==> src/hdl/mts_pkg.sv <==
`default_nettype none
package mts_pkg;

	// proposed type codes on the input
	localparam logic [3:0] PROP_NONE  = 4'd0;
	localparam logic [3:0] PROP_HTML  = 4'd1;
	localparam logic [3:0] PROP_PLAIN = 4'd6;
	localparam logic [3:0] PROP_OTHER = 4'd8;

	// result codes
	localparam logic [2:0] MIME_HTML  = 3'd0;
	localparam logic [2:0] MIME_GIF   = 3'd1;
	localparam logic [2:0] MIME_JPEG  = 3'd2;
	localparam logic [2:0] MIME_PNG   = 3'd3;
	localparam logic [2:0] MIME_BMP   = 3'd4;
	localparam logic [2:0] MIME_PLAIN = 3'd5;
	localparam logic [2:0] MIME_OCTET = 3'd6;
	localparam logic [2:0] MIME_OTHER = 3'd7;

	// match flags for the buffer, valid on its final byte
	typedef struct packed {
		logic html;
		logic gif;
		logic jpeg;
		logic png;
		logic bmp;
		logic plain;
	} mts_hits_t;

endpackage
`default_nettype wire

==> src/hdl/mts_scan.sv <==
`default_nettype none
module mts_scan (
	input  wire logic              clk,
	input  wire logic              arst_n,
	input  wire logic              consume,
	input  wire logic [7:0]        data_byte,
	input  wire logic              last_byte,
	output mts_pkg::mts_hits_t     hits
);
	import mts_pkg::*;

	localparam logic [3:0] POS_MAX = 4'd15;

	logic [3:0] pos_q;
	logic [2:0] prog_q;
	logic       seen_q;
	logic       gif_q;
	logic       jpeg_q;
	logic       png_q;
	logic       bmp_q;
	logic       plain_q;

	logic [7:0] low;
	logic [7:0] tail_chr;
	logic [7:0] png_chr;
	logic       html_adv;
	logic [2:0] prog_n;
	logic       seen_n;
	logic       gif_n;
	logic       jpeg_n;
	logic       png_n;
	logic       bmp_n;
	logic       plain_n;
	logic       gif_bad;

	assign low = data_byte | 8'h20;

	always_comb begin
		case (prog_q)
			3'd1:    tail_chr = "h";
			3'd2:    tail_chr = "t";
			3'd3:    tail_chr = "m";
			default: tail_chr = "l";
		endcase
	end

	always_comb begin
		case (pos_q[2:0])
			3'd0:    png_chr = 8'h89;
			3'd1:    png_chr = "P";
			3'd2:    png_chr = "N";
			3'd3:    png_chr = "G";
			3'd4:    png_chr = 8'h0d;
			3'd5:    png_chr = 8'h0a;
			3'd6:    png_chr = 8'h1a;
			default: png_chr = 8'h0a;
		endcase
	end

	// "<html" search; a corrupt progress above four falls through to restart
	assign html_adv = (prog_q >= 3'd1) && (prog_q <= 3'd4) && (low == tail_chr);
	assign seen_n   = seen_q | (html_adv && (prog_q == 3'd4));

	always_comb begin
		if (html_adv) begin
			prog_n = (prog_q == 3'd4) ? 3'd0 : prog_q + 3'd1;
		end else begin
			prog_n = (data_byte == "<") ? 3'd1 : 3'd0;
		end
	end

	always_comb begin
		case (pos_q)
			4'd0:    gif_bad = (low != "g");
			4'd1:    gif_bad = (low != "i");
			4'd2:    gif_bad = (low != "f");
			4'd3:    gif_bad = (data_byte != "8");
			4'd4:    gif_bad = (data_byte != "7") && (data_byte != "9");
			4'd5:    gif_bad = (low != "a");
			default: gif_bad = 1'b0;
		endcase
	end

	assign gif_n  = gif_q & ~gif_bad;
	assign jpeg_n = jpeg_q
		& ~((pos_q == 4'd0) && (data_byte != 8'hff))
		& ~((pos_q == 4'd1) && (data_byte != 8'hd8));
	assign png_n  = png_q & ~((pos_q < 4'd8) && (data_byte != png_chr));
	assign bmp_n  = bmp_q
		& ~((pos_q == 4'd0) && (data_byte != 8'h42))
		& ~((pos_q == 4'd1) && (data_byte != 8'h4d))
		& ~((pos_q >= 4'd6) && (pos_q <= 4'd9) && (data_byte != 8'h00));
	// final byte is not examined for control codes
	assign plain_n = plain_q & ~(!last_byte && (data_byte < 8'h20)
		&& (data_byte != 8'h0a) && (data_byte != 8'h0d) && (data_byte != 8'h09));

	always_comb begin
		hits.html  = seen_n;
		hits.gif   = gif_n  && (pos_q >= 4'd5);
		hits.jpeg  = jpeg_n && (pos_q >= 4'd2);
		hits.png   = png_n  && (pos_q >= 4'd8);
		hits.bmp   = bmp_n  && (pos_q >= 4'd13);
		hits.plain = plain_n;
	end

	always_ff @(posedge clk or negedge arst_n) begin
		if (!arst_n) begin
			pos_q   <= 4'd0;
			prog_q  <= 3'd0;
			seen_q  <= 1'b0;
			gif_q   <= 1'b1;
			jpeg_q  <= 1'b1;
			png_q   <= 1'b1;
			bmp_q   <= 1'b1;
			plain_q <= 1'b1;
		end else if (consume) begin
			if (last_byte) begin
				pos_q   <= 4'd0;
				prog_q  <= 3'd0;
				seen_q  <= 1'b0;
				gif_q   <= 1'b1;
				jpeg_q  <= 1'b1;
				png_q   <= 1'b1;
				bmp_q   <= 1'b1;
				plain_q <= 1'b1;
			end else begin
				if (pos_q != POS_MAX) begin
					pos_q <= pos_q + 4'd1;
				end
				prog_q  <= prog_n;
				seen_q  <= seen_n;
				gif_q   <= gif_n;
				jpeg_q  <= jpeg_n;
				png_q   <= png_n;
				bmp_q   <= bmp_n;
				plain_q <= plain_n;
			end
		end
	end

	a_clear_after_last: assert property (@(posedge clk) disable iff (!arst_n)
		consume && last_byte |=> (pos_q == 4'd0) && (prog_q == 3'd0) && !seen_q)
		else $error("scan state not cleared after final byte");

	a_pos_saturates: assert property (@(posedge clk) disable iff (!arst_n)
		consume && !last_byte && (pos_q == POS_MAX) |=> pos_q == POS_MAX)
		else $error("byte position wrapped");

	a_prog_range: assert property (@(posedge clk) disable iff (!arst_n)
		prog_q <= 3'd4)
		else $error("html progress out of range");

endmodule
`default_nettype wire

==> src/hdl/mts_select.sv <==
`default_nettype none
module mts_select (
	input  wire mts_pkg::mts_hits_t hits,
	input  wire logic [3:0]         proposed_type,
	output logic [2:0]              mime_type
);
	import mts_pkg::*;

	logic [3:0] prop_c;
	logic [7:0] hit_v;
	logic [2:0] prop_m;
	logic [2:0] first;

	// codes above other string are taken as other string
	assign prop_c = (proposed_type > PROP_OTHER) ? PROP_OTHER : proposed_type;
	assign prop_m = 3'(prop_c - 4'd1);
	assign hit_v  = {1'b0, 1'b1, hits.plain, hits.bmp, hits.png,
		hits.jpeg, hits.gif, hits.html};

	always_comb begin
		if (hits.html)       first = MIME_HTML;
		else if (hits.gif)   first = MIME_GIF;
		else if (hits.jpeg)  first = MIME_JPEG;
		else if (hits.png)   first = MIME_PNG;
		else if (hits.bmp)   first = MIME_BMP;
		else if (hits.plain) first = MIME_PLAIN;
		else                 first = MIME_OCTET;
	end

	always_comb begin
		if (prop_c == PROP_OTHER) begin
			mime_type = MIME_OTHER;
		end else if ((prop_c >= PROP_HTML) && (prop_c <= PROP_PLAIN) && hit_v[prop_m]) begin
			mime_type = prop_m;
		end else begin
			mime_type = first;
			if (prop_c != PROP_NONE) begin
				if (first == MIME_OCTET) begin
					mime_type = prop_m;
				end
				if ((prop_c == PROP_HTML) && (first == MIME_PLAIN)) begin
					mime_type = MIME_HTML;
				end
			end
		end
	end

endmodule
`default_nettype wire

==> src/hdl/mime_type_sniffer_unit.sv <==
`default_nettype none
// channel  | handshake            | payload
// ---------+----------------------+--------------------------------------
// input    | in_valid / in_ready  | data_byte, last_byte, proposed_type
// output   | out_valid / out_ready| mime_type (one per buffer)
//
// One byte per cycle sustained while no final byte waits on a stalled result;
// the scan state updates as each byte leaves the input register.
// The result is registered as the final byte leaves the input register, held in
// the result register until taken.
// A final byte waits in the input register only while an older result is
// still stalled; other bytes never wait on the output side.
// Reset (arst_n low) returns the scan flags and position to their start values and clears both valid bits.
module mime_type_sniffer_unit (
	input  wire logic       clk,
	input  wire logic       arst_n,
	input  wire logic       in_valid,
	output logic            in_ready,
	input  wire logic [7:0] data_byte,
	input  wire logic       last_byte,
	input  wire logic [3:0] proposed_type,
	output logic            out_valid,
	input  wire logic       out_ready,
	output logic [2:0]      mime_type
);
	import mts_pkg::*;

	// input register
	logic       valid_s1;
	logic [7:0] data_s1;
	logic       last_s1;
	logic [3:0] prop_s1;

	// result register
	logic       out_valid_q;
	logic [2:0] mime_q;

	logic       out_free;
	logic       consume;
	mts_hits_t  hits;
	logic [2:0] mime_sel;

	assign out_free = !out_valid_q || out_ready;
	// non-final bytes retire unconditionally; the final one needs a free slot
	assign consume  = valid_s1 && (!last_s1 || out_free);
	assign in_ready = !valid_s1 || consume;

	always_ff @(posedge clk or negedge arst_n) begin
		if (!arst_n) begin
			valid_s1 <= 1'b0;
		end else if (in_ready) begin
			valid_s1 <= in_valid;
		end
	end

	always_ff @(posedge clk) begin
		if (in_valid && in_ready) begin
			data_s1 <= data_byte;
			last_s1 <= last_byte;
			prop_s1 <= proposed_type;
		end
	end

	mts_scan u_scan (
		.clk       (clk),
		.arst_n    (arst_n),
		.consume   (consume),
		.data_byte (data_s1),
		.last_byte (last_s1),
		.hits      (hits)
	);

	mts_select u_select (
		.hits          (hits),
		.proposed_type (prop_s1),
		.mime_type     (mime_sel)
	);

	always_ff @(posedge clk or negedge arst_n) begin
		if (!arst_n) begin
			out_valid_q <= 1'b0;
		end else if (consume && last_s1) begin
			out_valid_q <= 1'b1;
		end else if (out_ready) begin
			out_valid_q <= 1'b0;
		end
	end

	always_ff @(posedge clk) begin
		if (consume && last_s1) begin
			mime_q <= mime_sel;
		end
	end

	assign out_valid = out_valid_q;
	assign mime_type = mime_q;

	a_final_blocks_on_stall: assert property (@(posedge clk) disable iff (!arst_n)
		valid_s1 && last_s1 && out_valid_q && !out_ready |-> !in_ready && !consume)
		else $error("final byte retired over a stalled result");

	a_final_gives_result: assert property (@(posedge clk) disable iff (!arst_n)
		consume && last_s1 |=> out_valid_q)
		else $error("final byte retired without a result");

endmodule
`default_nettype wire

==> config.mk <==
export PLATFORM = sky130hd
export DESIGN_NAME = mime_type_sniffer_unit
export DESIGN_NICKNAME = d
export VERILOG_FILES = /design/src/hdl/mts_pkg.sv /design/src/hdl/mts_scan.sv /design/src/hdl/mts_select.sv /design/src/hdl/mime_type_sniffer_unit.sv
export SDC_FILE = /design/constraint.sdc
export NUM_CORES = 1
export LEC_CHECK = 0
export BUFFER_PORTS_ARGS = -buffer_cell sky130_fd_sc_hd__buf_2
export CELL_PAD_IN_SITES_DETAIL_PLACEMENT = 0
export CELL_PAD_IN_SITES_GLOBAL_PLACEMENT = 1
export CORE_MARGIN = 2
export CORE_UTILIZATION = 46
export CTS_CLUSTER_DIAMETER = 50
export CTS_CLUSTER_SIZE = 16
export DETAILED_ROUTE_END_ITERATION = 8
export PLACE_DENSITY = 0.8
export REMOVE_ABC_BUFFERS = 1
export SLEW_MARGIN = 20
export SYNTH_ARGS = -nofsm -noshare
export SYNTH_HDL_FRONTEND = slang
export SYNTH_SLANG_ARGS = --single-unit
==> constraint.sdc <==
create_clock -name clk -period 4.3 [get_ports clk]
set_input_delay 0.43 -clock clk [delete_from_list [all_inputs] [get_ports clk]]
set_output_delay 0.43 -clock clk [all_outputs]
set_load 0.01 [all_outputs]
==> impl_metrics.ini, run 1 <==
[global_route]
antenna_found_initial = 0
grt_pass1_vias = 1872
grt_pass1_wl_mm = 9.17
grt_max_degree = 25
grt_overflow_total = 0
track_usage_pct = 21.6

[die]
ioPinCount = 22
dieHeight_um = 75.4
dieWidth_um = 75.4
rows = 25
initial_core_util_pct = 48.7
die_area_um2 = 5690
core-area_um2 = 4820

[yosys]
synth-simple-area-share_pct = 23.0
synth_flop_cell = edfxtp_1
synth_fa_ha_area_share_pct = 7.46
synth_cells = 260
synth.mux.area_fraction_pct = 0
synth_edf_count = 16
yosysTopAreaCellShare_pct = 20.5
ys_top_cells_by_area = edfxtp_1 (20%), dfrtp_1 (11%), ha_1 (7.5%), dfstp_2 (5.6%), nand2_1 (3.8%)
avgSynthCellArea_um2 = 9.03
synthXorXnorAreaFrac_pct = 3.73
synth-warning-count = 0
synth_top_area_cell = edfxtp_1
syn-cell-area_um2 = 2350
synth_top_family_by_area = compound AO/OA/AOI/OAI gates
yosysSeqAreaShare_pct = 36.7
synth_compound_area_share_pct = 23.9
synthArstFlopShare_pct = 48.4
synth-seq-cells = 31
ys_types = 59

[routing]
drc_errors = 0
wire_per_inst_um = 16.2
vias = 2026
drt_iter0_drc = 128
dr.pass1.iters = 4
wirelength_mm = 5.51
final_antenna_net_count = 0
vias_per_cell = 5.94

[finish]
area_delta_synth_final_pct = 9.22
final_util_pct = 53.2
n_antenna_cell = 0
final_cell_mix = nand2_1 (24), buf_2 (21), nor2_1 (20)
drive_gt1_share_pct = 13.5
final_cells = 341
layout.nets = 304
final_common_cell = nand2_1
fin_area_um2 = 2560

[clock_tree]
cts_tree = yes
ctsHoldBuffers = 0
path_clk_slew_ps = 70
clock-sinks = 31
clk_latency_ps = 290
postCtsResizedCells = 0
cts.htree.levels = 2
post_cts_buffers = 0
cts-buffers-inserted = 5
cts_root_buf = clkbuf_8
cts.path.max_buffers = 2

[power_and_ir_drop]
leakage_nw = 0.985
worst_ir_drop_vdd_v = 0.000236
power.density_nw_per_um2 = 347
power_uw = 888

[timing]
setup-tns-final_ps = 0
worst_pin_slew_ps = 799
slew_headroom_pct = 46.5
fin_crit_sh_pct = 74.1
fin_worst_hold_slack_ps = 55.0
fin_skew_ps = 6.62
finalSetupViolCount = 0
slew_viol_final = 0
setup_slack_ps = 1110
min_period_ps = 3190
fmax_mhz = 314
hold_violations = 0
grt_setup_unrepaired = no

[setup_path]
slowest_stage = dfrtp_1
crit_path_max_incr_delay_ps = 490
path_delay_family = compound AO/OA/AOI/OAI gates
cp_max_fo = 10
worstSetupStartpointType = flip-flop
crit_chain = inv_1, ha_1, or4b_1, a211o_1, a2111oi_4, o211ai_2, a22oi_4, a21oi_1, o22a_1
rrSetupSlack_ps = 1110
crit_buf_inv = 1
required_ps = 4340
crit_type = flip-flop to flip-flop
endpoint_kind = flip-flop
crit_arrival_ps = 3220

[placed_design]
io_buffers = 21
dp_hpwl_mm = 4.00
place.gp.congestion = 0.830
post-place-ws_ps = 1160
post_dp_cell_area_um2 = 2480
dp_cells = 333

[run]
cap_violations = 0

[min_path]
min_path_type = input port to asynchronous set/reset pin

[run_status]
outcome = finished clean
==> worst paths after layout <==
kind	from	to	depth (start not counted)
setup / recovery	u_scan.pos_q[1]	mime_type[0]	9
hold / removal	arst_n	u_scan.pos_q[1]	1
setup reg to reg	u_scan.pos_q[1]	mime_type[0]	9
hold reg to reg	u_scan.jpeg_q	u_scan.jpeg_q	2
max in group asynchronous	arst_n	u_scan.png_q	1
min in group clk	last_byte	last_s1	1
==> logic make-up (layout without fill, tap and decap cells) <==
| family | count (synthesis) | count (layout) |
|---|---|---|
| AND/OR/NAND/NOR | 99 | 99 |
| flip-flops | 31 | 31 |
| AO/OA/AOI/OAI | 74 | 74 |
| XOR/XNOR | 10 | 10 |
| buffers and inverters | 32 | 46 |
| adder cells (fa/ha/maj) | 14 | 14 |
==> where the power goes <==
group	leakage, nW	internal [mW]	total, mW	switching, mW
clock network	0.0392	0.110	0.218	0.109
registers	0.339	0.354	0.402	0.0477
logic	0.606	0.118	0.268	0.150
total	0.985	0.582	0.888	0.306
==> registers in the layout, summed over array words and instances, names as in the netlist <==
name	count
data_s1	8
prop_s1	4
u_scan.pos_q	4
mime_type	3
u_scan.prog_q	3
last_s1	1
out_valid	1
u_scan.bmp_q	1
u_scan.gif_q	1
u_scan.jpeg_q	1
u_scan.plain_q	1
u_scan.png_q	1
u_scan.seen_q	1
valid_s1	1
==> Yosys cell counts, types with 3 or more instances <==
master     instances
a21oi_1           13
o22ai_1            5
xnor2_1            8
nand2b_1           4
a32o_1             3
inv_1             17
or4b_1             3
nor2_1            20
nand3_1            7
clkbuf_1          15
nor3b_1            4
dfstp_2            5
o2111ai_1          3
nor2b_1            5
o21ai_0           12
or3_1              3
dfrtp_1           10
a31oi_1            6
ha_1              14
nand4_1            6
nand2_1           24
nor3_1             6
edfxtp_1          16
==> worst register-to-register path, stage by stage (launching register included) <==
cell and delay, ps:
dfrtp_1 490, inv_1 190, ha_1 270, or4b_1 480
a211o_1 310, a2111oi_4 430, o211ai_2 210, a22oi_4 250
a21oi_1 100, o22a_1 210
==> layer usage <==
| layer | share of wire (%) | global-route usage, % |
|---|---|---|
| met4 | 1.6 | 7.21 |
| met3 | 7.0 | 4.76 |
| met5 | 0 | 0 |
| met2 | 44 | 32.6 |
| met1 | 47 | 30.9 |
==> area by class of cell <==
| cell class | instances | area, µm² |
|---|---|---|
| clock buffers | 5 | 68.8 |
| well taps | 67 | 83.8 |
| flip-flops and latches | 31 | 862 |
| clock inverters | 3 | 15.0 |
| fillers | 491 | 2250 |
| repair buffers | 21 | 105 |
| inverters | 17 | 63.8 |
| multi-input cells | 197 | 1370 |
Note: power is estimated with default switching activity, not from simulation.
==> run 2, diff against run 1 <==
ABC_AREA = 1   (was default)
CORE_UTILIZATION = 44   (was 46)
clock period = 3.3 ns   (was 4.3 ns; I/O delays follow)
==> run 2 against run 1 <==
Compared with the run above:
- synthesized cell count increased by 24%
- critical endpoint is now mime_type[2]
- largest cell class unchanged
- critical path type unchanged
- worst setup slack got worse by 220 ps
- maximum frequency grew 33%
- via count is 5.8% higher
- sequential power rose by 28%
- sequential cell count is the same
- area after synthesis rose by 1.0%
- first-iteration DRC count is 60% lower
- die area increased by 5.3%
- clock skew fell by 0.73 ps
- global-route usage decreased by 1.1 points
- final cell count increased by 23%
==> impl_metrics.ini, run 2 <==
[power_and_ir_drop]
leakage_nw = 1.28
worst_ir_drop_vdd_v = 0.000460
power.density_nw_per_um2 = 474

[yosys]
avgSynthCellArea_um2 = 7.34
synth-seq-cells = 31
synth_edf_count = 16
synth_top_area_cell = edfxtp_1
synth_flop_cell = edfxtp_1
synthArstFlopShare_pct = 48.4
ys_top_cells_by_area = edfxtp_1 (20%), nand2_1 (15%), dfrtp_1 (11%), ha_1 (7.4%), nor2_1 (6.0%)
synth_cells = 323
synth-warning-count = 0
yosysSeqAreaShare_pct = 36.4
synth_common_cells = nand2_1 (92), nor2_1 (38), inv_1 (35)
ys_types = 38
post-synth-top-count-cell = nand2_1
yosysTopAreaCellShare_pct = 20.3
syn-cell-area_um2 = 2370

[clock_tree]
postCtsResizedCells = 0
post_cts_buffers = 0
path_clk_slew_ps = 70
clock-sinks = 31
cts_root_buf = clkbuf_8
clk_latency_ps = 270
cts-buffers-inserted = 5
ctsHoldBuffers = 1
cts_tree = yes
cts.path.max_buffers = 2
cts.htree.levels = 2

[routing]
drt_iter0_drc = 51
dr.pass1.iters = 4
wirelength_mm = 5.65
wire_per_inst_um = 13.4
final_antenna_net_count = 0
vias = 2144
vias_per_cell = 5.09
drc_errors = 0

[timing]
slew_viol_final = 0
setup-tns-final_ps = 0
fin_worst_hold_slack_ps = 225
slew_headroom_pct = 66.2
min_period_ps = 2410
finalSetupViolCount = 0
grt_setup_unrepaired = no
fin_crit_sh_pct = 72.9
fin_skew_ps = 5.90
hold_violations = 0
fmax_mhz = 416
worst_pin_slew_ps = 507
setup_slack_ps = 895

[placed_design]
post-place-ws_ps = 894
place.gp.congestion = 0.886
dp_hpwl_mm = 4.63
io_buffers = 21

[die]
dieWidth_um = 77.4
initial_core_util_pct = 46.1
dieHeight_um = 77.4
rows = 26
core-area_um2 = 5140
ioPinCount = 22
die_area_um2 = 5990

[global_route]
grt_max_degree = 16
grt_pass1_wl_mm = 9.74
grt_overflow_total = 0
track_usage_pct = 20.5
grt_pass1_vias = 2114
antenna_found_initial = 0

[setup_path]
rrSetupSlack_ps = 890
required_ps = 3330
endpoint_kind = flip-flop
ff2ff_path_depth = 17
timing.rr.end = mime_type[2]
r2r_start = u_scan.pos_q[1]
worstSetupStartpointType = flip-flop
crit_arrival_ps = 2430
crit_type = flip-flop to flip-flop
cp_max_fo = 6

[finish]
top_register = data_s1
multiInputGateArea_um2 = 1320
largest_reg_flops = 8
regArea_um2 = 862
top_regs = data_s1 (8), prop_s1 (4), u_scan.pos_q (4)
n_antenna_cell = 0
n_fill_cell = 566
final_common_cell = nand2_1
layout.nets = 381
drive_gt1_share_pct = 17.1
final_cell_mix = nand2_1 (92), nor2_1 (38), inv_1 (35)
area_delta_synth_final_pct = 11.6

[run]
cap_violations = 0

[run_status]
outcome = finished clean

[min_path]
min_from = proposed_type[1]
hold_depth = 1
min_to = prop_s1[1]
min_path_type = input port to flip-flop
-- run 2: worst max-delay path, stage by stage (launching register included) --
cell and delay [ps]:
dfrtp_1 450, inv_1 190, ha_1 240, nand3_2 150, nand2_2 120, nand3_1 60
nand2_1 80, inv_2 40, o21ai_4 170, nand3_4 120, nand2_2 70, nand3_1 60
nand2_1 90, nand2_2 80, nand2_1 70, nand2_1 50, nand2_1 60, nand2_1 40
-- run 2: per-layer routing --
layer,up-vias,routed length (µm),global-route usage [%]
li1,1119,-,-
met1,979,2700,28.3
met2,44,2720,34.4
met3,2,203,3.14
met4,0,21,3.75
met5,-,0,0
-- run 2: worst max-delay path by stage --
stage | from | to | cells after the start
finish | u_scan.pos_q[1] | mime_type[2] | 17
global route | u_scan.prog_q[0] | mime_type[2] | 17
CTS | u_scan.pos_q[2] | mime_type[2] | 16
detailed placement | u_scan.pos_q[2] | mime_type[2] | 16
global placement | u_scan.pos_q[2] | mime_type[2] | 16
floorplan | u_scan.pos_q[1] | mime_type[2] | 17
-- run 2: power breakdown --
part           total, mW  internal [mW]  switching, mW
registers          0.514          0.466         0.0481
clock network      0.298          0.168          0.130
logic              0.441          0.162          0.279
-- run 2: stage by stage --
stage                     util (%)  cells  instance area [µm²]  power, mW
after floorplan                  -    321                 2350      0.856
after global placement        49.5    412                 2540      0.960
after detailed placement      49.5    412                 2540      0.961
after CTS                     51.5    421                 2650       1.26
after global routing          51.5    421                 2650       1.35
final                         51.5    421                 2650       1.25
-- run 2: cells by family after synthesis --
logic type	share of synthesized area [%]
adder cells (fa/ha/maj)	7.39
AND/OR/NAND/NOR	34.6
buffers and inverters	8.13
AO/OA/AOI/OAI	11.3
XOR/XNOR	2.22
flip-flops	36.4
-- run 2: cell type report --
class / count / share of cell area, %
clock buffers: 7 / 3.26
repair buffers: 22 / 4.35
inverters: 45 / 6.57
well taps: 70 / 3.31
multi-input cells: 245 / 49.7
flip-flops and latches: 31 / 32.6
clock inverters: 1 / 0.189
==> run 3, diff against run 2 <==
ABC_AREA = 0   (was 1)
CORE_UTILIZATION = 41   (was 44)
PLACE_DENSITY = 0.76   (was 0.8)
clock period = 2 ns   (was 3.3 ns; I/O delays follow)
==> run 3 against run 2 <==
Compared with the run above:
- the run now ends with setup timing left
- wire length rose by 15%
- sequential share of layout area decreased by 6.4 points
- design area grew 25%
- highest routed layer unchanged
- combinational power is 110% higher
- critical path depth fell by 8
- clock-buffer cell count fell by 2
- clock power grew 66%
- die area increased by 5.9%
- final cell count grew 0.24%
==> impl_metrics.ini, run 3 (synthesized netlist as in run 1, its figures left out) <==
[run_status]
outcome = complete, but fails checks
violations = setup timing

[routing]
drc_errors = 0
vias = 2322
drt_iter0_drc = 158
routed.top_layer = met4
drt-met1-wl_mm = 2.92
final_antenna_net_count = 0
wirelength_mm = 6.47
wire_per_inst_um = 15.3
dr.pass1.iters = 4
vias_per_cell = 5.50
wl_met2_mm = 3.09
routed-wl-met3_um = 323

[timing]
min_period_ps = 2740
worst_pin_slew_ps = 527
setup-tns-final_ps = -3760
fmax_mhz = 365
fin_crit_sh_pct = 137
slew_viol_final = 0
finalSetupViolCount = 10
grt_setup_unrepaired = yes
setup_slack_ps = -737
hold_violations = 0
slew_headroom_pct = 64.9
fin_skew_ps = 7.08

[finish]
layout.nets = 380
final_cell_mix = buf_4 (70), nand2_1 (24), buf_2 (21)
top_register = data_s1
n_fill_cell = 486
largest_reg_flops = 8
drive_gt1_share_pct = 38.9
top_regs = data_s1 (8), prop_s1 (4), u_scan.pos_q (4)
final_util_pct = 59.9
final_common_cell = buf_4
n_antenna_cell = 0
area_delta_synth_final_pct = 40.4
fin_area_um2 = 3300
final_cells = 422

[power_and_ir_drop]
power.share.clock_pct = 22.3
switching_share_pct = 34.3
combPwrFrac_pct = 41.4
leakage_nw = 1.37
p_switching_uw = 762
p_seq_share_pct = 36.3
p_int_mw = 1.46
power.density_nw_per_um2 = 674
worst_ir_drop_vdd_v = 0.000575

[clock_tree]
clock-sinks = 31
cts_root_buf = clkbuf_8
cts.path.max_buffers = 2
path_clk_slew_ps = 70
cts.htree.levels = 2
cts_tree = yes
cts-buffers-inserted = 5
clk_latency_ps = 290

[setup_path]
cp_max_fo = 4
crit_type = flip-flop to flip-flop
endpoint_kind = flip-flop
required_ps = 2050
worstSetupStartpointType = flip-flop
crit_arrival_ps = 2790
r2r_start = u_scan.pos_q[0]
critPathLaunch = u_scan.pos_q[0]

[placed_design]
place.gp.congestion = 0.927
dp_cells = 403
post-place-ws_ps = -820
dp_hpwl_mm = 4.71
post_dp_cell_area_um2 = 2970
io_buffers = 21

[global_route]
grt_pass1_wl_mm = 10.5
grt_overflow_total = 0
track_usage_pct = 21.4
grt_max_degree = 24
antenna_found_initial = 0
grt_pass1_vias = 2221

[min_path]
min_from = data_byte[5]
min_path_type = input port to flip-flop

[die]
dieWidth_um = 79.7
rows = 27
dieHeight_um = 79.7
core-area_um2 = 5510
die_area_um2 = 6350
ioPinCount = 22
initial_core_util_pct = 42.6

[run]
cap_violations = 0
==> run 3: cell count changes in the layout (fill, tap and decap cells not counted), moves of 7 or more <==
cell / delta
buf_4: +70
nand2_1: -68
inv_1: -20
nand3_1: -20
nor2_1: -19
xnor2_1: +8
inv_2: -7
==> run 3: power by group through the flow <==
| stage | combinational [mW] | sequential (mW) | clock, mW |
|---|---|---|---|
| 3_3_place_gp | 0.808 | 0.808 | 0 |
| 6_report | 0.919 | 0.805 | 0.496 |
| 5_1_grt | 1.00 | 0.814 | 0.530 |
| 4_1_cts | 0.865 | 0.803 | 0.506 |
| 3_5_place_dp | 0.817 | 0.810 | 0 |
| 2_1_floorplan | 0.441 | 0.846 | 0 |
==> run 3: through the flow <==
| stage | hold slack [ps] | total power, mW |
|---|---|---|
| final | 76.9 | 2.22 |
| after global routing | 69.9 | 2.34 |
| after CTS | 71.7 | 2.17 |
| after detailed placement | 132 | 1.63 |
| after global placement | 136 | 1.62 |
| after floorplan | -95.6 | 1.29 |
==> run 3: area by class of cell <==
type                    instances  area (µm²)  share of cell area, %
multi-input cells             197        1490                   45.2
flip-flops and latches         31         863                   26.2
repair buffers                 97         701                   21.3
well taps                      72        90.1                   2.73
clock buffers                   5        68.8                   2.09
inverters                      17        63.8                   1.94
clock inverters                 3        20.0                  0.607
==> run 3: worst paths after layout <==
| check | slack (ps) | cells after the start | end |
|---|---|---|---|
| worst max-delay path | -740 | 9 | mime_type[0] |
| worst min-delay path | 80 | 1 | data_s1[5] |
| worst max register to register | -740 | 9 | mime_type[0] |
| worst min register to register | 480 | 2 | u_scan.jpeg_q |
| max in group asynchronous | 1340 | 2 | u_scan.png_q |
| min in group asynchronous | 350 | 2 | u_scan.pos_q[0] |
==> run 3: worst max-delay path, stage by stage, from the launching register on <==
cell       delay [ps]
dfrtp_1           400
inv_2              80
ha_4              160
or4b_4            480
a211o_1           310
a2111oi_4         340
o211ai_2          200
a22oi_4           250
a21oi_1           100
o22a_1            200
==> run 3: repair_timing <==
action / in CTS / in global routing
pin swaps: 15 / 11
buffers inserted: 9 / 5
endpoints found under the setup margin: 10 / 10
endpoints found under the hold margin: 10 / 0
gates resized for setup: 30 / 10
hold buffers: 1 / 0
==> run 3: routing by layer <==
metal  global-route usage [%]  vias to the layer above
met5                        0                        -
met2                     34.9                       61
met1                     28.6                     1094
li1                         -                     1155
met3                     3.51                       12
met4                     7.41                        0
